<file path="config.mk">
export PLATFORM = sky130hd
export DESIGN_NAME = srd_fix
export DESIGN_NICKNAME = d
export VERILOG_FILES = /design/src/rtl/core/srd_pkg.sv /design/src/rtl/core/srd_fix.sv
export SDC_FILE = /design/constraint.sdc
export NUM_CORES = 1
export LEC_CHECK = 0
export BUFFER_PORTS_ARGS = -buffer_cell sky130_fd_sc_hd__buf_2
export CORE_MARGIN = 10
export CORE_UTILIZATION = 35
export DETAILED_ROUTE_END_ITERATION = 10
export MAX_ROUTING_LAYER = met4
export PLACE_DENSITY = 0.77
export SYNTH_ARGS = -nofsm -noshare
export SYNTH_HDL_FRONTEND = slang
export SYNTH_SLANG_ARGS = --single-unit
</file>
<file path="constraint.sdc">
create_clock -name clock -period 2.8 [get_ports clock]
set_clock_uncertainty 0.1 [all_clocks]
set_input_delay 0.28 -clock clock [delete_from_list [all_inputs] [get_ports clock]]
set_output_delay 0.28 -clock clock [all_outputs]
set_load 0.01 [all_outputs]
</file>
<file path="src/rtl/core/srd_pkg.sv">
// Shared types, constants and sign-conversion helpers for the divider.
// No dependencies; used by every module of the divider.
package srd_pkg;

   localparam int WIDTH   = 32;          // datapath width, 4..64
   localparam int FIELD_W = 32;          // width of every port field
   localparam int LATENCY = WIDTH + 2;   // prep + one cell per bit + fixup

   typedef logic [WIDTH-1:0]   word_type;
   typedef logic [FIELD_W-1:0] field_type;

   localparam word_type WORD_MIN = {1'b1, {(WIDTH-1){1'b0}}};

   // one item in flight along the cell chain
   typedef struct packed {
      logic     valid;
      word_type rem;     // partial remainder
      word_type quo;     // dividend bits shifting out, quotient bits in
      word_type dvs;     // divisor magnitude
      logic     neg_q;
      logic     neg_r;
      logic     dz;
      logic     ov;
   } stage_type;

   typedef struct packed {
      logic      valid;
      field_type quotient;
      field_type remainder;
      logic      dz;
      logic      ov;
   } result_type;

   // port field -> datapath word: sign-extend, then keep the low WIDTH bits
   function automatic word_type to_word(field_type f);
      logic [63:0] t;
      t = 64'(signed'(f));
      return t[WIDTH-1:0];
   endfunction

   // datapath word -> port field: sign-extend, then keep the low FIELD_W bits
   function automatic field_type to_field(word_type w);
      logic [63:0] t;
      t = 64'(signed'(w));
      return t[FIELD_W-1:0];
   endfunction

endpackage

</file>
<file path="src/rtl/core/srd_fix.sv">
// Exit stage: sign restore of quotient and remainder, zero-divisor override.
// Depends on srd_pkg.
module srd_fix (
   input  logic                clock,
   input  logic                reset,
   input  srd_pkg::stage_type  stage_in,
   output srd_pkg::result_type result_out
);

   srd_pkg::word_type   q;
   srd_pkg::word_type   r;
   srd_pkg::result_type result_in;
   srd_pkg::result_type result_ff;

   always_comb begin
      q = stage_in.neg_q ? (~stage_in.quo) + srd_pkg::word_type'(1) : stage_in.quo;
      r = stage_in.neg_r ? (~stage_in.rem) + srd_pkg::word_type'(1) : stage_in.rem;
      if (stage_in.dz) begin
         q = '0;
         r = '0;
      end

      result_in.valid     = stage_in.valid;
      result_in.quotient  = srd_pkg::to_field(q);
      result_in.remainder = srd_pkg::to_field(r);
      result_in.dz        = stage_in.dz;
      result_in.ov        = stage_in.ov;
   end

   always_ff @(posedge clock) begin
      if (reset) begin
         result_ff <= '0;
      end else begin
         result_ff <= result_in;
      end
   end

   assign result_out = result_ff;

endmodule

</file>
* Word-level counts from Yosys, hierarchy flattened
Cells that the tools add are included.
Word-level totals: logic and storage cells 12, register bits 67, latch bits 0, ROM bits 0, RAM bits 0, output and inout bits 67, input bits 103, memories kept 0
Operators by class: reductions and logical operators 1, equal/unequal tests 0, multiplexer cells 2, div/mod/pow operators 0, shift operators 0, $lt $le $gt $ge 0, multiply operators 0, $add $sub $neg 2, bitwise gates (word level) 2
Operators by type and width (count):
- $add A32 B1 Y32 const B | 2
- $mux W32 | 2
- $not A32 Y32 | 2
- $reduce_or A2 Y1 | 1

* Depth between registers and ports, before layout
depth after elaboration 3, depth in mapped cells 8, mapped depth without buffers 7

* Least setup slack after synthesis
Ideal clock, no wire load.
path kind in2reg, start point in stage_in[68] in the netlist's numbering, end point reg result_ff, in the netlist result_out[22], data required time 2.572 ns, library setup time 0.128 ns, slack 0.596 ns, buffers on the path 1, arrival time 1.977 ns, stages 8, path through inv_1 -> ha_1 -> or3b_1 -> or4_1 -> buf_2 -> o41ai_2 -> xor2_1 -> nor2_1
On the way: longest elaborated chain between the ends 3
RTL lines:
- from (decl) | line srd_fix.sv:6 | input srd_pkg::stage_type stage_in,
- $not A32 Y32 | line srd_fix.sv:17 | r = stage_in.neg_r ? (~stage_in.rem) + srd_pkg::word_type'(1) : stage_in.rem;
- $add A32 B1 Y32 | line srd_fix.sv:17
- $mux W32 | line srd_fix.sv:17
- to (signal assigned) | line srd_fix.sv:34 | result_ff <= result_in;
- to (decl) | line srd_fix.sv:13 | srd_pkg::result_type result_ff;
No other way between the ends. A chain may end at the register's enable or synchronous reset.

* Final worst setup path
start point in stage_in[68] in the netlist's numbering, end point reg result_ff, in the netlist result_out[32]
Same word-level chain as after synthesis.

==> impl_metrics.py <==
metrics = {
    "routing": {
        "vias": 2837,
        "wl_per_cell_um": 14.86,
        "viasPerCell": 4.891,
        "drt-initial-drc-count": 71,
        "ant_nets": 0,
        "drt-total-wl_mm": 8.620,
        "drc": 0,
        "first_pass_iters": 4,
    },
    "critical_path": {
        "worstSetupPathType": "in2reg",
        "cp-start-kind": "input port",
        "crit_fanout": 7,
        "cp_data_arrival_time_ps": 2360,
        "cp_data_required_time_ps": 2920,
        "end_kind": "flop",
    },
    "timing": {
        "setup-tns-final_ps": 0,
        "fmax_mhz": 446.5,
        "setup_violations": 0,
        "rsz0062_at_grt": "no",
        "slew_viol_final": 0,
        "worst_pin_slew_ps": 754.2,
        "min_period_ps": 2240,
        "hold_violations": 0,
        "slew_headroom_pct": 49.26,
        "fin_crit_sh_pct": 80.00,
    },
    "floorplanning": {
        "die_h_um": 113.8,
        "die_x_um": 113.8,
        "die-area_mm2": 0.01294,
        "start_util_pct": 35.63,
        "fp-row-count": 34,
        "core_area_mm2": 0.008636,
        "io_pins": 170,
    },
    "clock_tree": {
        "cts_setup_buffers": 0,
        "clk_pin_slew_worst_paths_ps": 80,
        "clock_sinks": 67,
        "cts.repair.resized": 0,
        "clockRootBuffer": "clkbuf_8",
        "ctsHoldBuffers": 0,
        "cts.path.max_buffers": 2,
        "cts_tree": "yes",
        "htreeDepth": 3,
        "numCtsBuffers": 9,
    },
    "cells_and_area": {
        "diodes": 0,
        "regArea_mm2": 0.001341,
        "drive_gt1_share_pct": 36.44,
        "largest_reg_flops": 67,
        "fillCellCount": 870,
        "fin_area_mm2": 0.004033,
        "layout.nets": 572,
        "fin_cells": 580,
        "area_growth_pct": 31.07,
        "multi_input_comb_area_mm2": 0.001632,
    },
    "power_and_ir_drop": {
        "ir_worst_vdd_v": 0.0002913,
        "p_leak_nw": 1.867,
        "powerDensity_mw_per_mm2": 533.2,
        "p_total_mw": 2.150,
    },
    "worst_hold_path": {
        "hold_depth": 2,
        "min_path_type": "in2reg",
    },
    "synthesis": {
        "synth_top_flop_cell": "dfxtp_1",
        "synth_top_area_share_pct": 43.59,
        "synthTopCellsByArea": "dfxtp_1, xor2_1, nor2_1",
        "netlist_top_cells_count": "dfxtp_1, nor2_1, xor2_1",
        "yosysWarnings": 0,
        "async_reset_ff_share_pct": 0,
        "synth-edff-count": 0,
        "ys_seq_elements": 67,
        "post_synth.cell_area_avg_um2": 9.212,
        "syn_area_mm2": 0.003077,
        "synthCells": 334,
        "synth_cell_type_count": 33,
        "syn-num-nets": 439,
        "seq_area_frac_synth_pct": 43.59,
        "synth_top_area_cell": "dfxtp_1",
    },
    "placed_design": {
        "placed_cells": 564,
        "dp_hpwl_mm": 6.805,
        "place_area_mm2": 0.003839,
        "routabilityCongestion": 0.8055,
        "port_buffers": 137,
    },
    "global_route": {
        "grt_usage_pct": 13.04,
        "grt_pass1_vias": 2843,
        "antenna_found_initial": 0,
        "grt_max_degree": 33,
        "grt_pass1_wl_mm": 13.43,
        "gr-total-overflow": 0,
    },
    "run": {
        "drv_cap": 0,
    },
    "run_status": {
        "status": "completed",
    },
}
## kinds of logic (layout without fill, tap and decap cells)
logic type / Yosys count / count (layout) / share of synthesized area [%]
compound gates: 51 / 51 / 14.36
xor+xnor: 60 / 60 / 17.08
mux: 2 / 2 / 0.6507
fa+ha+maj: 2 / 2 / 0.8132
simple gates: 128 / 128 / 20.13
flops: 67 / 67 / 43.60
buf+inv: 24 / 162 / 3.375
## cell usage in the layout, fill, tap and decap left out, drive strengths merged, types with 6 or more instances in the layout
cell type,n
buf,140
nor2,67
dfxtp,67
xor2,56
o31ai,27
o41ai,15
nand2,14
clkbuf,10
o21ai,8
or3,7
or4,7
inv,6
nor3,6
nor4,6
## layout make-up
cell class              instances  area share (%)
clock buffers                  10           3.165
clock inverters                 6           1.644
flip-flops and latches         67           33.26
well taps                     108           3.351
multi-input cells             243           40.46
inverters                       6          0.5585
repair buffers                140           17.56
## layer usage
layer | global-route usage, % | up-vias | routed length (um)
met5 | - | - | 0
met4 | 4.484 | 0 | 120
met3 | 5.092 | 10 | 715
met2 | 21.69 | 94 | 4375
met1 | 13.86 | 1317 | 3408
li1 | - | 1416 | -
## worst paths after layout
path         start  slack (ps)             end
max   stage_in[68]         560  result_out[32]
min          reset          30   result_out[1]
## critical path: stages
cell     delay (ps)
buf_2           110
inv_1            80
ha_1            160
or3b_1          400
or4_1           690
o31ai_1         360
xor2_1          220
nor2_1           60
## where the power goes
group / switching [mW] / leakage, nW / internal [mW]
clock: 0.381 / 0.0885 / 0.411
combinational: 0.195 / 1.23 / 0.148
sequential: 0.0111 / 0.551 / 1.00
total: 0.587 / 1.87 / 1.56
## metrics by stage
step | util (%) | hold WS [ps] | worst slack (ps)
CTS | 46.70 | 5.972 | 570.9
floorplan | - | 251.6 | 595.9
detailed placement | 44.45 | 383.1 | 203.4
global route | 46.70 | 9.399 | 451.2
finish | 46.70 | 30.40 | 560.1
global placement | 44.45 | 376.1 | 273.2
No activity file was read; power rests on OpenSTA's default activity.
