## src/rtl/core/srd_pkg.sv

```systemverilog
// Shared types, constants and sign-conversion helpers for the divider.
// No dependencies; used by every module of the divider.
package srd_pkg;

   localparam int WIDTH   = 32;          // datapath width, 4..64
   localparam int FIELD_W = 32;          // width of every port field
   localparam int LATENCY = WIDTH + 2;   // prep + one cell per bit + fixup

   typedef logic [WIDTH-1:0]   word_type;
   typedef logic [FIELD_W-1:0] field_type;

   localparam word_type WORD_MIN = {1'b1, {(WIDTH-1){1'b0}}};

   // one item in flight along the cell chain
   typedef struct packed {
      logic     valid;
      word_type rem;     // partial remainder
      word_type quo;     // dividend bits shifting out, quotient bits in
      word_type dvs;     // divisor magnitude
      logic     neg_q;
      logic     neg_r;
      logic     dz;
      logic     ov;
   } stage_type;

   typedef struct packed {
      logic      valid;
      field_type quotient;
      field_type remainder;
      logic      dz;
      logic      ov;
   } result_type;

   // port field -> datapath word: sign-extend, then keep the low WIDTH bits
   function automatic word_type to_word(field_type f);
      logic [63:0] t;
      t = 64'(signed'(f));
      return t[WIDTH-1:0];
   endfunction

   // datapath word -> port field: sign-extend, then keep the low FIELD_W bits
   function automatic field_type to_field(word_type w);
      logic [63:0] t;
      t = 64'(signed'(w));
      return t[FIELD_W-1:0];
   endfunction

endpackage

```

## src/rtl/core/srd_prep.sv

```systemverilog
// Entry stage: operand sizing, sign split, magnitudes and special-case flags.
// Depends on srd_pkg.
module srd_prep (
   input  logic                clock,
   input  logic                reset,
   input  logic                accept,
   input  srd_pkg::field_type  dividend,
   input  srd_pkg::field_type  divisor,
   output srd_pkg::stage_type  stage_out
);

   srd_pkg::word_type  a;
   srd_pkg::word_type  b;
   logic               na;
   logic               nb;
   srd_pkg::stage_type stage_in;
   srd_pkg::stage_type stage_ff;

   always_comb begin
      a  = srd_pkg::to_word(dividend);
      b  = srd_pkg::to_word(divisor);
      na = a[srd_pkg::WIDTH-1];
      nb = b[srd_pkg::WIDTH-1];

      stage_in.valid = accept;
      stage_in.rem   = '0;
      stage_in.quo   = na ? (~a) + srd_pkg::word_type'(1) : a;
      stage_in.dvs   = nb ? (~b) + srd_pkg::word_type'(1) : b;
      stage_in.neg_q = na ^ nb;
      stage_in.neg_r = na;
      stage_in.dz    = (b == '0);
      stage_in.ov    = (a == srd_pkg::WORD_MIN) && (b == '1);
   end

   always_ff @(posedge clock) begin
      if (reset) begin
         stage_ff <= '0;
      end else begin
         stage_ff <= stage_in;
      end
   end

   assign stage_out = stage_ff;

endmodule

```

## config.mk

```make
export PLATFORM = sky130hd
export DESIGN_NAME = srd_prep
export DESIGN_NICKNAME = d
export VERILOG_FILES = /design/src/rtl/core/srd_pkg.sv /design/src/rtl/core/srd_prep.sv
export SDC_FILE = /design/constraint.sdc
export NUM_CORES = 1
export LEC_CHECK = 0
export ABC_AREA = 1
export BUFFER_PORTS_ARGS = -buffer_cell sky130_fd_sc_hd__buf_2
export CORE_ASPECT_RATIO = 0.8
export CORE_UTILIZATION = 44
export CTS_CLUSTER_DIAMETER = 60
export CTS_CLUSTER_SIZE = 30
export DETAILED_ROUTE_END_ITERATION = 8
export GPL_TIMING_DRIVEN = 1
export HOLD_SLACK_MARGIN = 0.05
export PLACE_DENSITY = 0.77
export SYNTH_ARGS = -nofsm -noshare
export SYNTH_HDL_FRONTEND = slang
export SYNTH_SLANG_ARGS = --single-unit
```

## constraint.sdc

```tcl
create_clock -name clock -period 1.1 [get_ports clock]
set_input_delay 0.11 -clock clock [delete_from_list [all_inputs] [get_ports clock]]
set_output_delay 0.11 -clock clock [all_outputs]
set_load 0.02 [all_outputs]
```

Yosys cells after proc, flatten, opt, wreduce, memory -nomap -nowiden
Index checks and enable logic that the tools add are counted.

storage, ports and cells
  flip-flop bits (word level) = 101
  output and inout bits = 101
  word-level logic and storage cells = 25

operators by class
  $add $sub $neg = 2
  eq/ne operators = 2
  muxes and demuxes = 2
  bitwise operators = 5
  reductions and logical operators = 4

operators with widths
  operator                                                          count
  32-bit by 1-bit adder with 32-bit output (second input constant)  2
  32-bit equality test (second input constant)                      2
  32-bit 2-to-1 mux                                                 2
  32-bit NOT                                                        2
  32-bit logical NOT                                                1
  2-bit OR reduction                                                2
  1-bit NOT                                                         2
  1-bit logical AND                                                 1
  1-bit XOR                                                         1

Logic depth before layout (Yosys ltp)
Gate-level depths: netlist of the first run.

  depth after elaboration = 3
  gate-level depth with buffers = 10
  gate-level depth less buffers = 10

Worst setup path before layout of the first run
Ideal clock, no wire load.

  kind = input -> register
  from = input divisor[1]
  to = register stage_ff, in the netlist stage_out[34]
  setup time = 0.115 ns
  arrival time = 1.029 ns
  data required time = 0.985 ns
  setup slack = -0.044 ns
  stages = 9
  buffers on the path = 0
  cells stage by stage = inv_1 ha_1 nand3_4 nor2_2 nand3_1 nand2_1 nand3_1 nand2_1 nor2_1

between the ends
  cells in the longest elaborated chain, start to end = 3

ends and longest elaborated chain
  item                                      RTL line        source
  start: declaration                        srd_prep.sv:8   input srd_pkg::field_type divisor,
  32-bit NOT                                srd_prep.sv:28  stage_in.dvs = nb ? (~b) + srd_pkg::word_type'(1) : b;
  32-bit by 1-bit adder with 32-bit output  srd_prep.sv:28
  32-bit 2-to-1 mux                         srd_prep.sv:28
  end signal: assignment                    srd_prep.sv:39  stage_ff <= stage_in;
  end: declaration                          srd_prep.sv:17  srd_pkg::stage_type stage_ff;

No other way between the ends.
A chain may end at the register's enable or synchronous reset.

Worst setup path after layout of the first run
  from = input divisor[1]
  to = register stage_ff, in the netlist stage_out[28]

Same word-level chain as after synthesis.

==> results of run 1 <==
[cell usage in the layout, fill, tap and decap left out]
cell type and count:
conb_1 32, nor3b_2 1, o21ai_1 7, nand4_1 18, and3_1 1, dfxtp_1 69
clkbuf_16 9, o21a_1 2, nor2_4 7, buf_4 92, bufinv_16 1, clkbuf_8 2
clkinv_2 1, inv_2 6, buf_12 1, clkinv_4 1, and3_2 1, nor3_1 19
nor2_8 1, nor2_2 19, nand2_1 114, nand3_2 6, clkinvlp_4 2, dlygate4sd3_1 3
nor3b_1 1, o21ai_2 2, o21ai_0 25, nand3_1 41, ha_2 2, inv_1 52
nand2_2 12, nor2_1 110, and2_1 4, nand3_4 3, nand2_4 2, clkinv_1 1
a21oi_1 50, buf_2 135, ha_1 1
[per-stage QoR]
| stage | worst slack, ns | area, um^2 | setup TNS [ns] |
|---|---|---|---|
| after floorplan | -0.007736 | 4257 | -0.01287 |
| after global placement | -0.2292 | 5466 | -6.193 |
| after detailed placement | -0.2890 | 5466 | -8.654 |
| after CTS | 0.05011 | 5808 | 0 |
| after global routing | -0.004809 | 5821 | -0.004809 |
| final | 0.1018 | 5821 | 0 |
[cell usage after synthesis, drive strengths merged]
cell | instances | area [um^2]
clkinv | 1 | 3.750
conb | 1 | 3.750
o21a | 2 | 15.01
nand2 | 128 | 525.5
nor3b | 2 | 20.02
and3 | 2 | 13.77
nor3 | 19 | 95.09
dfxtp | 69 | 1381
ha | 3 | 37.54
nor2 | 137 | 620.6
inv | 58 | 217.7
buf | 44 | 309.0
clkbuf | 3 | 11.26
a21oi | 50 | 250.2
nand4 | 18 | 112.6
nand3 | 50 | 310.3
o21ai | 34 | 177.7
and2 | 4 | 25.02
[layer usage]
metal	global-route usage	vias up	part of all wire
met1	0.3855	2149	0.47
met4	0.08373	0	0.014
met5	0	-	0
met2	0.4274	226	0.44
li1	-	2415	-
met3	0.04050	17	0.078
[final timing paths]
path	end	slack, ns	cells past startpoint	start
max	stage_out[28]	0.10	8	divisor[1]
min	stage_out[65]	0.06	4	dividend[29]
[where the power goes]
group	internal, mW	switching, mW	leakage [nW]
clock	1.88	1.14	0.148
combinational	0.592	1.01	2.24
sequential	2.67	0.0428	0.575
[layout make-up]
class | instances | area, um^2
fillers | 840 | 3256
multi-input cells | 481 | 2346
repair buffers | 231 | 1416
flip-flops and latches | 69 | 1381
clock buffers | 11 | 252.7
inverters | 59 | 221.5
well taps | 115 | 143.9
clock inverters | 5 | 58.81
[kinds of logic (layout without fill, tap and decap cells)]
logic type	Yosys count	in the layout
adders and majority gates	3	3
other	1	32
AOI/OAI and AO/OA	86	86
DFF	69	69
and+or+nand+nor	360	360
buffers and inverters	106	306
[repair_timing]
item                                   in CTS  in global routing
endpoints found under the hold margin       3                  0
gates resized for setup                     0                  4
setup endpoints to repair                   0                  8
hold buffers                                3                  0
[worst min-delay path: cells and delay by family]
family	cells	cell delay [ns]
buffers and inverters	2	0.14
and+or+nand+nor	2	0.08
==> results.cfg, run 1 <==
[global_routing]
grt.total_usage = 0.2728
antenna_found_initial = 0
grt_overflow = 0
grt_max_degree = 28
grt_pass1_vias = 4326
grt_pass1_wl_um = 20380

[clocking]
clock-sinks = 69
cts_setup_buffers = 0
clockRootBuffer = clkbuf_16
cts_buffer_depth = 2
clk_pin_slew_ns = 0.06
h-tree-depth = 3
numCtsBuffers = 9
cts_tree = done

[timing]
holdWs_ns = 0.05962
period_share = 0.9075
maxClockFrequency_ghz = 1.002
period_minus_slack_ns = 0.9982
final_max_slew_viol_count = 0
hold_viol = 0
setup_viol = 0

[final_layout]
finalNonFillerCells = 971
drive_above_1_share = 0.3575
largest_register_ffs = 69
nNetsFinal = 921
final_util = 0.6413
diodes = 0
area_growth_pct = 40.93

[floorplanning]
die_w_um = 110.3
num_io_pins = 168
die_h_um = 88.66
dieArea_um2 = 9780
core_area_um2 = 9076
rows = 31
initial_core_util = 0.4551

[run_status]
status = complete, no violations

[pwr]
vdd_ir_drop_max_mv = 0.6875
p_leak_nw = 2.962
power_mw = 7.333
p_per_area_nw_per_um2 = 1260

[worst_hold_path]
hold_path.class = in -> reg

[yosys]
synth_top_family_by_area = simple AND/OR/NAND/NOR gates
ys_types = 33
synth.area.mux_share = 0
synth-seq-area-share = 0.3344
avgSynthCellArea_um2 = 6.608
synthXorXnorAreaFrac = 0
yosys_warnings = 0
synth_compound_area_frac = 0.1072
yosys.area_share.simple = 0.4171
synthAdderAreaFrac = 0.009088
syn_inst = 625
synth-seq-cells = 69
synth_area_um2 = 4130

[route]
post_drt_via_cell_ratio = 4.951
ant_nets = 0
finalWirelength_um = 12890
drt_pass1_iterations = 7
via_count = 4807
drtIter0Drc = 340
wl_per_cell_um = 13.27
drc_errors = 0

[critical_path]
critPathTopFamily = simple AND/OR/NAND/NOR gates
cp_max_fo = 5
cp_cell_sequence = buf_2, inv_1, ha_2, nand3_4, nor2_8, nand4_1, a21oi_1, nor2_1
crit_arrival_ns = 1.22
endpoint_kind = flip-flop
crit_slowest_cell = ha_2
required_ns = 1.32
worst-setup-path-type = in -> reg
cp_slowest_stage_delay_ns = 0.21
cp-start-kind = input pin
cp_num_buf_inv = 2

[placed_design]
port_buffers = 135
globalplace.congestion = 0.9423
place_inst = 952
hpwl_um = 10160

[run]
cap_violations = 0
(Power assumes the default switching activity.)
==> run 2: changes to the inputs <==
CELL_PAD_IN_SITES_DETAIL_PLACEMENT = 1   (was not set)
CELL_PAD_IN_SITES_GLOBAL_PLACEMENT = 2   (was not set)
CORE_UTILIZATION = 22   (was 44)
PLACE_DENSITY = not set   (was 0.77)
PLACE_DENSITY_LB_ADDON = 0.1   (was not set)
==> run 2 against run 1 <==
Net effect:
- sequential share of layout area shrank 1.6 points
- first-iteration DRC count shrank 59%
- die area grew 98%
- setup slack got worse by 0.043 ns
- largest power group unchanged
- non-clock buffer count increased by 25
- combinational power up 8%
- largest cell class unchanged
- sequential power barely moved
==> results.cfg, run 2 (same netlist as run 1, synthesis figures left out) <==
[timing]
period_share = 0.9468
rsz0062_at_grt = yes
period_minus_slack_ns = 1.041
setup_viol = 0
final_max_slew_viol_count = 0
holdWs_ns = 0.07355
hold_viol = 0
maxClockFrequency_ghz = 0.9602

[placed_design]
hpwl_um = 13730
port_buffers = 135
dpl_cell_area_um2 = 5799
globalplace.congestion = 0.8229
place_inst = 1108

[route]
via_count = 4822
drt_pass1_iterations = 5
drtIter0Drc = 138
wl_per_cell_um = 14.75
ant_nets = 0
drc_errors = 0
finalWirelength_um = 16730
post_drt_via_cell_ratio = 4.252

[clocking]
clock-sinks = 69
h-tree-depth = 3
cts_buffer_depth = 2
cts_setup_buffers = 0
numCtsBuffers = 9
clockRootBuffer = clkbuf_16
cts_tree = done
clk_pin_slew_ns = 0.06

[critical_path]
cp_num_buf_inv = 1
required_ns = 0.99
cp_num_cells = 1
cp_slowest_stage_delay_ns = 0.39
cp_cell_sequence = buf_2
crit_arrival_ns = 0.93
crit_slowest_cell = dfxtp_1
cp_max_fo = 1
worst-setup-path-type = reg -> out
cp-start-kind = flip-flop
endpoint_kind = primary output
critPathTopFamily = flip-flops

[final_layout]
final_util = 0.3413
finalNonFillerCells = 1134
finalInstanceArea_um2 = 6238
diodes = 0
drive_above_1_share = 0.3700
layout_commonest_cell = buf_2
n_fill_cell = 2388
largest_register_ffs = 69
nNetsFinal = 946
area_growth_pct = 51.05
layout.cells.most_common_list = buf_2, nand2_1, nor2_1
multiInputGateArea_um2 = 2371
regArea_um2 = 1381

[worst_hold_path]
hold_path.class = in -> reg
hold_depth = 3

[pwr]
p_per_area_nw_per_um2 = 1202
vdd_ir_drop_max_mv = 0.6376
p_leak_nw = 3.082
power_mw = 7.498

[floorplanning]
dieArea_um2 = 19330
rows = 44
die_w_um = 155.2
initial_core_util = 0.2260
core_area_um2 = 18280
die_h_um = 124.6
num_io_pins = 168

[run_status]
status = complete, no violations

[global_routing]
grt_overflow = 0
antenna_found_initial = 0
grt_pass1_vias = 4990
grt_pass1_wl_um = 26760
grt.total_usage = 0.1790
grt_max_degree = 23

[run]
cap_violations = 0
[run 2: metrics by stage]
step	setup slack, ns	setup TNS [ns]
floorplan	-0.007736	-0.01287
global placement	-0.3013	-10.19
detailed placement	-0.3549	-12.26
CTS	0.02186	0
global route	-0.05538	-0.06967
finish	0.05851	0
[run 2: layout make-up]
cell class              instances  area share
inverters                      59     0.03550
well taps                     253     0.05074
flip-flops and latches         69      0.2214
multi-input cells             481      0.3801
repair buffers                256      0.2639
clock buffers                  10     0.03831
clock inverters                 6     0.01003
[run 2: final timing paths]
check	start	endpoint
max	stage_out[28]	stage_out[28]
min	divisor[10]	stage_out[14]
[run 2: report_power, final]
group | total [mW] | internal [mW] | switching [mW]
clock network | 3.05 | 1.81 | 1.24
logic | 1.73 | 0.658 | 1.08
registers | 2.72 | 2.67 | 0.0500
[run 2: repair_timing]
item / CTS / global route
resized for setup: 0 / 8
hold buffers: 10 / 0
endpoints found under the hold margin: 10 / 0
setup endpoints to repair: 0 / 24
[run 2: routing by layer]
layer / vias to the layer above / GRT usage / wire length, um
met4: 0 / 0.04152 / 153
met1: 2230 / 0.2704 / 9022
met3: 11 / 0.04071 / 919
met2: 121 / 0.2523 / 6637
met5: - / 0 / 0
li1: 2460 / - / -
