--- src/rtl/core/srd_pkg.sv ---
// Shared types, constants and sign-conversion helpers for the divider.
// No dependencies; used by every module of the divider.
package srd_pkg;

   localparam int WIDTH   = 32;          // datapath width, 4..64
   localparam int FIELD_W = 32;          // width of every port field
   localparam int LATENCY = WIDTH + 2;   // prep + one cell per bit + fixup

   typedef logic [WIDTH-1:0]   word_type;
   typedef logic [FIELD_W-1:0] field_type;

   localparam word_type WORD_MIN = {1'b1, {(WIDTH-1){1'b0}}};

   // one item in flight along the cell chain
   typedef struct packed {
      logic     valid;
      word_type rem;     // partial remainder
      word_type quo;     // dividend bits shifting out, quotient bits in
      word_type dvs;     // divisor magnitude
      logic     neg_q;
      logic     neg_r;
      logic     dz;
      logic     ov;
   } stage_type;

   typedef struct packed {
      logic      valid;
      field_type quotient;
      field_type remainder;
      logic      dz;
      logic      ov;
   } result_type;

   // port field -> datapath word: sign-extend, then keep the low WIDTH bits
   function automatic word_type to_word(field_type f);
      logic [63:0] t;
      t = 64'(signed'(f));
      return t[WIDTH-1:0];
   endfunction

   // datapath word -> port field: sign-extend, then keep the low FIELD_W bits
   function automatic field_type to_field(word_type w);
      logic [63:0] t;
      t = 64'(signed'(w));
      return t[FIELD_W-1:0];
   endfunction

endpackage

--- src/rtl/core/srd_cell.sv ---
// One restoring-division cell: shift, trial subtract, keep or restore.
// Depends on srd_pkg.
module srd_cell (
   input  logic                clock,
   input  logic                reset,
   input  srd_pkg::stage_type  stage_in,
   output srd_pkg::stage_type  stage_out
);

   srd_pkg::word_type       shifted;
   logic [srd_pkg::WIDTH:0] diff;
   logic                    fits;
   srd_pkg::stage_type      next_in;
   srd_pkg::stage_type      next_ff;

   // remainder stays below the divisor magnitude, so its top bit is free
   always_comb begin
      shifted = {stage_in.rem[srd_pkg::WIDTH-2:0], stage_in.quo[srd_pkg::WIDTH-1]};
      diff    = {1'b0, shifted} - {1'b0, stage_in.dvs};
      fits    = ~diff[srd_pkg::WIDTH];

      next_in     = stage_in;
      next_in.rem = fits ? diff[srd_pkg::WIDTH-1:0] : shifted;
      next_in.quo = {stage_in.quo[srd_pkg::WIDTH-2:0], fits};
   end

   always_ff @(posedge clock) begin
      if (reset) begin
         next_ff <= '0;
      end else begin
         next_ff <= next_in;
      end
   end

   assign stage_out = next_ff;

endmodule

--- config.mk ---
export PLATFORM = sky130hd
export DESIGN_NAME = srd_cell
export DESIGN_NICKNAME = d
export VERILOG_FILES = /design/src/rtl/core/srd_pkg.sv /design/src/rtl/core/srd_cell.sv
export SDC_FILE = /design/constraint.sdc
export NUM_CORES = 1
export LEC_CHECK = 0
export ABC_AREA = 1
export BUFFER_PORTS_ARGS = -buffer_cell sky130_fd_sc_hd__buf_2
export CAP_MARGIN = 15
export CORE_MARGIN = 1
export CORE_UTILIZATION = 54
export DETAILED_ROUTE_END_ITERATION = 16
export GPL_TIMING_DRIVEN = 0
export PLACE_DENSITY_LB_ADDON = 0.15
export SYNTH_ARGS = -nofsm -noshare
export SYNTH_HDL_FRONTEND = slang
export SYNTH_SLANG_ARGS = --single-unit
--- constraint.sdc ---
create_clock -name clock -period 3.8 [get_ports clock]
set_input_delay 0.38 -clock clock [delete_from_list [all_inputs] [get_ports clock]]
set_output_delay 0.38 -clock clock [all_outputs]
set_load 0.005 [all_outputs]
### Yosys cells after proc, flatten, opt, wreduce, memory -nomap -nowiden

Cells that the tools add are included.

* flip-flop bits (word level): 101
* bits of input ports: 103

* add/sub/neg operators: 1
* multiplexer cells: 1
* bitwise logic cells: 1

Operator list (number)
* $sub 32x32->33: 1
* $mux 32: 1
* $not 1->1: 1

### Logic depth before layout (Yosys ltp)

Gate-level depths: netlist of run 1.

* word-level depth: 2
* gate-level depth with buffers: 17

### Least setup slack after synthesis of run 1

No wires, ideal clock.

* path kind: in2reg
* start: input port stage_in[67] in the netlist's numbering
* end: register next_ff, in the netlist stage_out[92]
* library setup time: 0.109 ns
* arrival: 2.061 ns
* required time: 3.691 ns
* setup slack: 1.631 ns
* stages on the path: 17
* cells stage by stage: inv_1 -> ha_1 -> fa_1 -> inv_1 -> nand3_1 -> nand3_1 -> nand2_1 -> nand2_2 -> nand2_1 -> nand2_2 -> nand2_2 -> nand2_4 -> buf_6 -> buf_12 -> nand3_2 -> nand2_1 -> inv_1

* longest elaborated chain between the ends: 2

Ends and longest elaborated chain
* start, declared: line srd_cell.sv:6 `input srd_pkg::stage_type stage_in,`
* $sub 32x32->33: line srd_cell.sv:19 `diff = {1'b0, shifted} - {1'b0, stage_in.dvs};`
* $mux 32: line srd_cell.sv:23 `next_in.rem = fits ? diff[srd_pkg::WIDTH-1:0] : shifted;`
* end signal, assigned: line srd_cell.sv:31 `next_ff <= next_in;`
* end, declared: line srd_cell.sv:14 `srd_pkg::stage_type next_ff;`

Every way passes these cells.
A chain may end at the register's enable or synchronous reset.

### Worst setup path after layout of run 1

* start: input port stage_in[4] in the netlist's numbering
* end: register next_ff, in the netlist stage_out[93]

Same word-level chain as after synthesis.

==> flow_summary_export.csv, run 1 <==
group,metric,value,unit
clock_tree,cts_tree,"done",
synthesis,synth_cells,912,
clock_tree,cts.repair.resized,0,
detailed_routing,via_count,5843,
floorplan,dieHeight,105,um
power_and_ir_drop,p_comb_frac,0.283,
critical_path,critPathArrivalTime,2.66,ns
cells_and_area,ff_latch_area,0.00202,mm^2
critical_path,startpoint_type,"input port",
cells_and_area,largest_reg_flops,101,
clock_tree,hold_buffers,0,
detailed_routing,drc_errors,0,
floorplan,initial_core_util,0.556,
min_path,hp-class,"input port to flop",
global_route,use_met3,0.0462,
global_route,grt_util_met1,0.382,
power_and_ir_drop,pwr-share-clk,0.266,
power_and_ir_drop,switching_share,0.346,
synthesis,async_flop_share,0,
global_route,met2_usage,0.490,
power_and_ir_drop,power_frac_seq,0.451,
sta,max-slew-margin-rel,0.563,
synthesis,synth_fp_nets,1048,
sta,rsz0062_at_grt,"no",
placed_design,dp_hpwl,12700,um
detailed_routing,wl,15800,um
clock_tree,cts_setup_buffers,0,
sta,tns,0,ns
clock_tree,clock-root-buffer,"clkbuf_8",
detailed_routing,drtPass1Iterations,7,
cells_and_area,fill_cells,1000,
clock_tree,ctsLongestPathBuffers,2,
detailed_routing,routedWlPerCell,12.5,um
global_route,grt_pass1_wl,25400,um
critical_path,crit_fanout,10,
global_route,busiest_layer,"met2",
detailed_routing,viasPerCell,4.62,
placed_design,io_buffer_count,201,
run,drv_cap,0,
synthesis,synth_edf_count,0,
power_and_ir_drop,internal_power,0.00168,W
sta,final_hold_viol_count,0,
global_route,grtUsageTotal,0.294,
floorplan,dieWidth,105,um
cells_and_area,area_delta_synth_final,23.9,%
synthesis,synth-warning-count,0,
power_and_ir_drop,power_density,363,mW/mm^2
cells_and_area,antennaDiodeCount,0,
global_route,grt_overflow,0,
global_route,grt_max_degree,20,
clock_tree,path_clk_slew,0.11,ns
sta,setup_viol,0,
sta,worst_slew_pin_slew,0.650,ns
cells_and_area,layout-drive-gt1-share,0.219,
critical_path,cp.required,4.09,ns
clock_tree,cts_buffers,9,
detailed_routing,ant_nets,0,
synthesis,ys.flop_type,"dfxtp_1",
cells_and_area,multi_input_area,0.00278,mm^2
clock_tree,clock-sinks,101,
floorplan,io_pins,204,
cells_and_area,layoutNonFillerInstCount,1265,
synthesis,seq_area_frac_synth,0.354,
critical_path,critPathKind,"input port to flop",
run_status,outcome,"completed",
sta,max_freq,421,MHz
synthesis,syn_area,0.00571,mm^2
placed_design,dp.cells,1249,
cells_and_area,nNetsFinal,1260,
floorplan,core-area,0.0103,mm^2
sta,min_period,2.37,ns
power_and_ir_drop,irDropWorstVdd,0.000248,V
synthesis,synth-seq-cells,101,
detailed_routing,drt_iter0_drc,285,
critical_path,endpoint_kind,"flop",
global_route,antenna_found_initial,0,
clock_tree,h-tree-depth,3,
synthesis,syn-mean-instance-area,6.26,um^2
floorplan,row_count,37,
power_and_ir_drop,power.leakage,4.52,nW
sta,slew_viol_final,0,
power_and_ir_drop,switchingPower,0.000889,W
placed_design,place.gp.congestion,0.972,
global_route,first_global_vias,5317,
synthesis,synthDistinctLibCells,30,
floorplan,die_area,0.0110,mm^2
sta,finalCritPeriodShare,0.625,
==> critical path: stages <==
cell and delay, ns:
buf_2 0.12, ha_1 0.23, fa_1 0.41, inv_1 0.13, nand3_1 0.08, nand3_1 0.18, nand2_1 0.10, nand2_2 0.11
nand2_1 0.10, nand2_2 0.10, nand2_2 0.07, nand2_4 0.08, buf_6 0.18, buf_12 0.18, nand3_2 0.11, nand2_1 0.07
inv_1 0.04
==> power by group through the flow <==
stage | logic, W | clock network [W] | registers [W]
2_1_floorplan | 0.000443 | 0 | 0.00120
5_1_grt | 0.000819 | 0.000740 | 0.00117
3_3_place_gp | 0.000712 | 0 | 0.00118
3_5_place_dp | 0.000720 | 0 | 0.00118
6_report | 0.000727 | 0.000684 | 0.00116
4_1_cts | 0.000726 | 0.000693 | 0.00116
==> synthesized netlist by cell type (2+ instances only) <==
cell type	number	area, um^2
nand2_1	276	1040
inv_1	213	800
nor2_1	140	526
dfxtp_1	101	2020
nand3_1	43	215
ha_1	32	400
a21oi_1	21	105
o21ai_0	11	55.1
xor2_1	9	78.8
clkbuf_1	8	30.0
nand4_1	7	43.8
nand3_2	6	60.1
nand2_2	5	31.3
nor2_2	5	31.3
nor3_1	5	25.0
xnor2_1	5	43.8
o21ai_2	4	35.0
and2_1	3	18.8
buf_1	3	11.3
o21bai_1	3	22.5
buf_4	2	15.0
buf_6	2	22.5
==> stage by stage <==
stage               hold slack, ns  instance area [um^2]  setup slack [ns]  power, W   util
floorplan                    0.487                  5710              1.63   0.00164      -
global placement             0.578                  6890              1.08   0.00189  0.670
detailed placement           0.588                  6890              1.07   0.00190  0.670
CTS                          0.194                  7080              1.46   0.00258  0.689
global route                 0.187                  7080              1.30   0.00273  0.689
finish                       0.192                  7080              1.43   0.00257  0.689
==> cell usage in the layout, fill, tap and decap left out, types with 6 or more instances in the layout <==
cell type	n
xor2_1	9
buf_2	201
nand3_1	43
a21oi_1	21
nand3_2	6
nand4_1	7
clkbuf_1	8
ha_1	32
o21ai_0	11
nand2_1	276
clkbuf_8	9
dfxtp_1	101
inv_1	213
nor2_1	140
==> cell families after synthesis <==
logic type / share of synthesized area
flops: 0.354
simple gates: 0.353
compound gates: 0.0394
buf+inv: 0.159
fa+ha+maj: 0.0736
xor+xnor: 0.0215
==> path summary, 6_finish.rpt <==
| kind | end | cells after the start | slack, ns | startpoint |
|---|---|---|---|---|
| setup / recovery | stage_out[93]$_SDFF_PP0_ | 17 | 1.43 | stage_in[4] |
| hold / removal | stage_out[42]$_SDFF_PP0_ | 3 | 0.19 | stage_in[41] |
==> area by class of cell <==
cell class	count	area share
inverters	214	0.113
clock inverters	7	0.00954
multi-input cells	580	0.393
flip-flops and latches	101	0.286
well taps	136	0.0240
repair buffers	201	0.142
plain buffers	17	0.0147
clock buffers	9	0.0175
==> layer usage <==
metal,vias up,share of wire
li1,3095,-
met1,2497,0.46
met2,220,0.44
met3,31,0.071
met4,0,0.026
met5,-,0
Power figures use the tool's default switching activity.
==> inputs of run 2 (changes only) <==
--- a/config.mk
+++ b/config.mk
@@ -9,7 +9,7 @@
 export BUFFER_PORTS_ARGS = -buffer_cell sky130_fd_sc_hd__buf_2
 export CAP_MARGIN = 15
 export CORE_MARGIN = 1
-export CORE_UTILIZATION = 54
+export CORE_UTILIZATION = 50
 export DETAILED_ROUTE_END_ITERATION = 16
 export GPL_TIMING_DRIVEN = 0
 export PLACE_DENSITY_LB_ADDON = 0.15
==> constraint.sdc (replaced) <==
create_clock -name clock -period 2.2 [get_ports clock]
set_input_delay 0.22 -clock clock [delete_from_list [all_inputs] [get_ports clock]]
set_output_delay 0.22 -clock clock [all_outputs]
set_load 0.005 [all_outputs]
==> flow_summary_export.csv, run 2 (synthesized netlist as in run 1, its figures left out) <==
group,metric,value,unit
run_status,outcome,"completed",
detailed_routing,ant_nets,0,
global_route,grt_max_degree,19,
sta,max_freq,487,MHz
placed_design,dp_hpwl,12800,um
sta,min_period,2.05,ns
cells_and_area,ff_latch_area,0.00202,mm^2
placed_design,io_buffer_count,201,
global_route,antenna_found_initial,0,
power_and_ir_drop,irDropWorstVdd,0.000575,V
sta,setup_viol,0,
critical_path,startpoint_type,"input port",
sta,setup_ws,0.146,ns
sta,finalCritPeriodShare,0.934,
global_route,use_met3,0.0574,
power_and_ir_drop,power_density,666,mW/mm^2
detailed_routing,routedWlPerCell,12.5,um
floorplan,core-area,0.0110,mm^2
cells_and_area,final_cell_mix,"nand2_1 (276), inv_1 (212), buf_2 (201), nor2_1 (140), dfxtp_1 (101)",
global_route,grt_pass1_wl,24900,um
cells_and_area,layout-drive-gt1-share,0.221,
cells_and_area,fill_cells,1141,
sta,final_hold_viol_count,0,
floorplan,row_count,38,
critical_path,startpoint,"stage_in[4]",
placed_design,dp_slack,-0.338,ns
power_and_ir_drop,pwr-share-clk,0.319,
clock_tree,ctsLongestPathBuffers,2,
detailed_routing,wl,15800,um
power_and_ir_drop,switchingPower,0.00153,W
floorplan,die_area,0.0119,mm^2
clock_tree,clock-root-buffer,"clkbuf_16",
critical_path,critPathKind,"input port to flop",
detailed_routing,drtPass1Iterations,5,
floorplan,dieWidth,109,um
critical_path,cp.required,2.45,ns
global_route,met2_usage,0.463,
cells_and_area,area_delta_synth_final,25.8,%
global_route,first_global_vias,5319,
power_and_ir_drop,p_total,0.00479,W
critical_path,endpoint_kind,"flop",
clock_tree,cts.repair.resized,0,
detailed_routing,drc_errors,0,
run,drv_cap,0,
clock_tree,cts_tree,"done",
sta,worst_slew_pin_slew,0.639,ns
clock_tree,path_clk_slew,0.08,ns
critical_path,critPathArrivalTime,2.30,ns
power_and_ir_drop,internal_power,0.00326,W
critical_path,crit_end,"stage_out[89]$_SDFF_PP0_",
power_and_ir_drop,p_comb_frac,0.263,
placed_design,place.gp.congestion,0.958,
sta,slew_viol_final,0,
power_and_ir_drop,switching_share,0.320,
detailed_routing,drt_iter0_drc,408,
global_route,grt_util_met1,0.351,
detailed_routing,via_count,5826,
clock_tree,clock-sinks,101,
floorplan,io_pins,204,
floorplan,dieHeight,109,um
global_route,grt_overflow,0,
floorplan,initial_core_util,0.520,
cells_and_area,multi_input_area,0.00279,mm^2
sta,max-slew-margin-rel,0.574,
global_route,busiest_layer,"met2",
power_and_ir_drop,power_frac_seq,0.418,
sta,rsz0062_at_grt,"no",
min_path,hp-class,"input port to flop",
clock_tree,hold_buffers,0,
critical_path,crit_fanout,10,
detailed_routing,viasPerCell,4.59,
global_route,grtUsageTotal,0.275,
clock_tree,cts_buffers,9,
cells_and_area,nNetsFinal,1260,
power_and_ir_drop,power.leakage,4.55,nW
cells_and_area,largest_reg_flops,101,
clock_tree,cts_setup_buffers,0,
cells_and_area,final_common_cell,"nand2_1",
clock_tree,h-tree-depth,3,
cells_and_area,antennaDiodeCount,0,
run 2: power groups by stage:
stage          Combinational [W]  Sequential [W]  Clock, W
6_report                 0.00126         0.00200   0.00153
5_1_grt                  0.00143         0.00202   0.00163
2_1_floorplan           0.000765         0.00207         0
3_5_place_dp             0.00124         0.00204         0
4_1_cts                  0.00125         0.00200   0.00156
3_3_place_gp             0.00123         0.00204         0
run 2: worst min-delay path by stage:
stage                             from  cells after the start  slack, ns                  endpoint
after floorplan            stage_in[0]                      2       0.33   stage_out[0]$_SDFF_PP0_
after global placement    stage_in[41]                      3       0.42  stage_out[42]$_SDFF_PP0_
after detailed placement  stage_in[50]                      3       0.43  stage_out[51]$_SDFF_PP0_
after CTS                 stage_in[51]                      3       0.06  stage_out[52]$_SDFF_PP0_
after global routing      stage_in[49]                      3       0.06  stage_out[50]$_SDFF_PP0_
final                     stage_in[51]                      3       0.07  stage_out[52]$_SDFF_PP0_
run 2: final cells by class:
type	instances	share of cell area
multi-input combinational	580	0.388
sequential	101	0.281
timing repair buffer	201	0.140
inverter	214	0.112
clock buffer	10	0.0318
tap	140	0.0244
buffer	17	0.0150
clock inverter	6	0.00766
run 2: stage by stage:
stage	hold slack (ns)	setup TNS, ns	cells	utilization	cell area (um^2)
final	0.0660	0	1269	0.655	7190
after global routing	0.0625	0	1269	0.655	7190
after CTS	0.0598	0	1269	0.654	7180
after detailed placement	0.427	-8.09	1253	0.628	6890
after global placement	0.420	-7.88	1253	0.628	6890
after floorplan	0.327	0	912	-	5710
run 2: worst max-delay path: stages:
cell and delay, ns:
buf_2 0.12, ha_1 0.22, fa_2 0.37, inv_2 0.09
nand3_1 0.09, nand3_2 0.13, nand2_1 0.08, nand2_2 0.09
nand2_1 0.10, nand2_2 0.10, nand2_2 0.07, nand2_4 0.09
buf_8 0.16, buf_6 0.16, nand3_1 0.11, nand2_1 0.08
inv_1 0.03
run 2: layer usage:
layer  share of wire  wire (um)  up-vias
li1                -          -     3097
met1            0.46       7290     2499
met2            0.45       7060      207
met3           0.071       1120       23
met4           0.021        334        0
met5               0          0        -
==> inputs of run 3 (changes only) <==
--- a/config.mk
+++ b/config.mk
@@ -12,6 +12,7 @@
 export CORE_UTILIZATION = 50
 export DETAILED_ROUTE_END_ITERATION = 16
 export GPL_TIMING_DRIVEN = 0
+export HOLD_SLACK_MARGIN = 0.1
 export PLACE_DENSITY_LB_ADDON = 0.15
 export SYNTH_ARGS = -nofsm -noshare
 export SYNTH_HDL_FRONTEND = slang
==> flow_summary_export.csv, run 3 (synthesized netlist as in run 1, its figures left out) <==
group,metric,value,unit
run_status,outcome,"completed",
power_and_ir_drop,pwr-share-clk,0.312,
clock_tree,clock-root-buffer,"clkbuf_16",
clock_tree,path_clk_slew,0.07,ns
detailed_routing,wl,17500,um
power_and_ir_drop,p_total,0.00490,W
cells_and_area,layout-drive-gt1-share,0.212,
power_and_ir_drop,internal_power,0.00333,W
clock_tree,clock-sinks,101,
critical_path,cpMaxStageDelayCell,"dlygate4sd3_1",
floorplan,die_area,0.0119,mm^2
placed_design,place.gp.congestion,0.958,
detailed_routing,top_layer_used,"met4",
critical_path,startpoint,"stage_in[34]",
power_and_ir_drop,power_frac_seq,0.409,
detailed_routing,routedWlPerCell,13.2,um
floorplan,io_pins,204,
min_path,hp-class,"input port to flop",
power_and_ir_drop,power.leakage,4.80,nW
sta,setup_viol,0,
global_route,first_global_vias,5776,
power_and_ir_drop,p_comb_frac,0.278,
critical_path,max_stage_delay,0.54,ns
detailed_routing,dr_wl_met3,1290,um
clock_tree,h-tree-depth,3,
floorplan,initial_core_util,0.520,
detailed_routing,drc_errors,0,
floorplan,dieWidth,109,um
clock_tree,cts_tree,"done",
sta,max-slew-margin-rel,0.567,
sta,final_hold_viol_count,0,
critical_path,critPathKind,"input port to flop",
global_route,grt_max_degree,19,
cells_and_area,final_cell_mix,"nand2_1 (276), inv_1 (212), buf_2 (201), nor2_1 (139), dfxtp_1 (101)",
critical_path,crit_family,"buffers and inverters",
floorplan,dieHeight,109,um
floorplan,row_count,38,
sta,finalCritPeriodShare,0.933,
sta,min_period,2.05,ns
min_path,hp-start,"stage_in[28]",
detailed_routing,via_count,6159,
power_and_ir_drop,switching_share,0.320,
detailed_routing,wl_met1,7690,um
critical_path,critPathBufInv,5,
power_and_ir_drop,irDropWorstVdd,0.000518,V
power_and_ir_drop,switchingPower,0.00157,W
run,drv_cap,0,
detailed_routing,ant_nets,0,
critical_path,startpoint_type,"input port",
critical_path,critPathArrivalTime,2.29,ns
sta,tns,0,ns
placed_design,dp.cells,1253,
clock_tree,cts_setup_buffers,0,
detailed_routing,met2_length,8070,um
clock_tree,ctsLongestPathBuffers,2,
sta,max_freq,487,MHz
global_route,grtUsageTotal,0.302,
floorplan,core-area,0.0110,mm^2
cells_and_area,nNetsFinal,1318,
global_route,grt_overflow,0,
detailed_routing,drt_iter0_drc,383,
global_route,grt_pass1_wl,27300,um
sta,worst_slew_pin_slew,0.649,ns
clock_tree,cts_buffers,9,
cells_and_area,final_common_cell,"nand2_1",
placed_design,io_buffer_count,201,
cells_and_area,antennaDiodeCount,0,
cells_and_area,largest_reg_flops,101,
critical_path,cp_cell_sequence,"dlygate4sd3_1, buf_2, inv_1, ha_4, nand2_1, nor2_2, nand2_1, nand3_1, a21oi_2, nand2_4, buf_12, buf_12, o21ai_2, nor2_2",
sta,rsz0062_at_grt,"no",
critical_path,cp.required,2.44,ns
sta,slew_viol_final,0,
placed_design,dp_hpwl,12800,um
cells_and_area,area_delta_synth_final,36.5,%
sta,whs,0.104,ns
critical_path,endpoint_kind,"flop",
detailed_routing,viasPerCell,4.64,
critical_path,crit_fanout,10,
cells_and_area,layoutNonFillerInstCount,1327,
power_and_ir_drop,power_density,628,mW/mm^2
cells_and_area,fill_cells,1011,
global_route,antenna_found_initial,0,
detailed_routing,drtPass1Iterations,5,
cells_and_area,final_core_util,0.710,
==> run 3: per-layer routing <==
layer / GRT usage / vias up
met5: 0 / -
met4: 0.107 / 0
met2: 0.520 / 236
met1: 0.373 / 2679
li1: - / 3212
met3: 0.0586 / 32
==> run 3: tightest hold or removal path, stage by stage <==
cell    delay (ns)
buf_2         0.08
inv_1         0.05
nor2_1        0.07
==> run 3: worst paths after layout <==
path / slack (ns) / cells after the start / endpoint
max: 0.15 / 14 / stage_out[80]$_SDFF_PP0_
min: 0.10 / 3 / stage_out[28]$_SDFF_PP0_
==> run 3: per-stage QoR <==
step	cell area [um^2]	setup slack, ns
2_1_floorplan	5710	0.191
3_3_place_gp	6890	-0.320
3_5_place_dp	6890	-0.338
4_1_cts	7760	0.0236
5_1_grt	7800	0.00535
6_report	7800	0.147
==> run 3: area by class of cell <==
type                            count  area (um^2)  area share
Multi-Input combinational cell    580         2810       0.360
Sequential cell                   101         2020       0.259
Timing Repair Buffer              259         1590       0.203
Inverter                          214          803       0.103
Clock buffer                       10          229      0.0294
Tap cell                          140          175      0.0225
Buffer                             17          116      0.0149
Clock inverter                      6         55.1     0.00706
==> run 3: power by group through the flow <==
stage	Combinational, W	Sequential, W	Clock [W]
4_1_cts	0.00133	0.00200	0.00156
5_1_grt	0.00154	0.00202	0.00162
3_3_place_gp	0.00123	0.00204	0
2_1_floorplan	0.000765	0.00207	0
6_report	0.00136	0.00200	0.00153
3_5_place_dp	0.00124	0.00204	0
==> run 3: repair_timing <==
item,CTS,global route
setup endpoints to repair,0,32
gates resized for setup,0,10
endpoints found under the hold margin,58,0
hold buffers,58,0
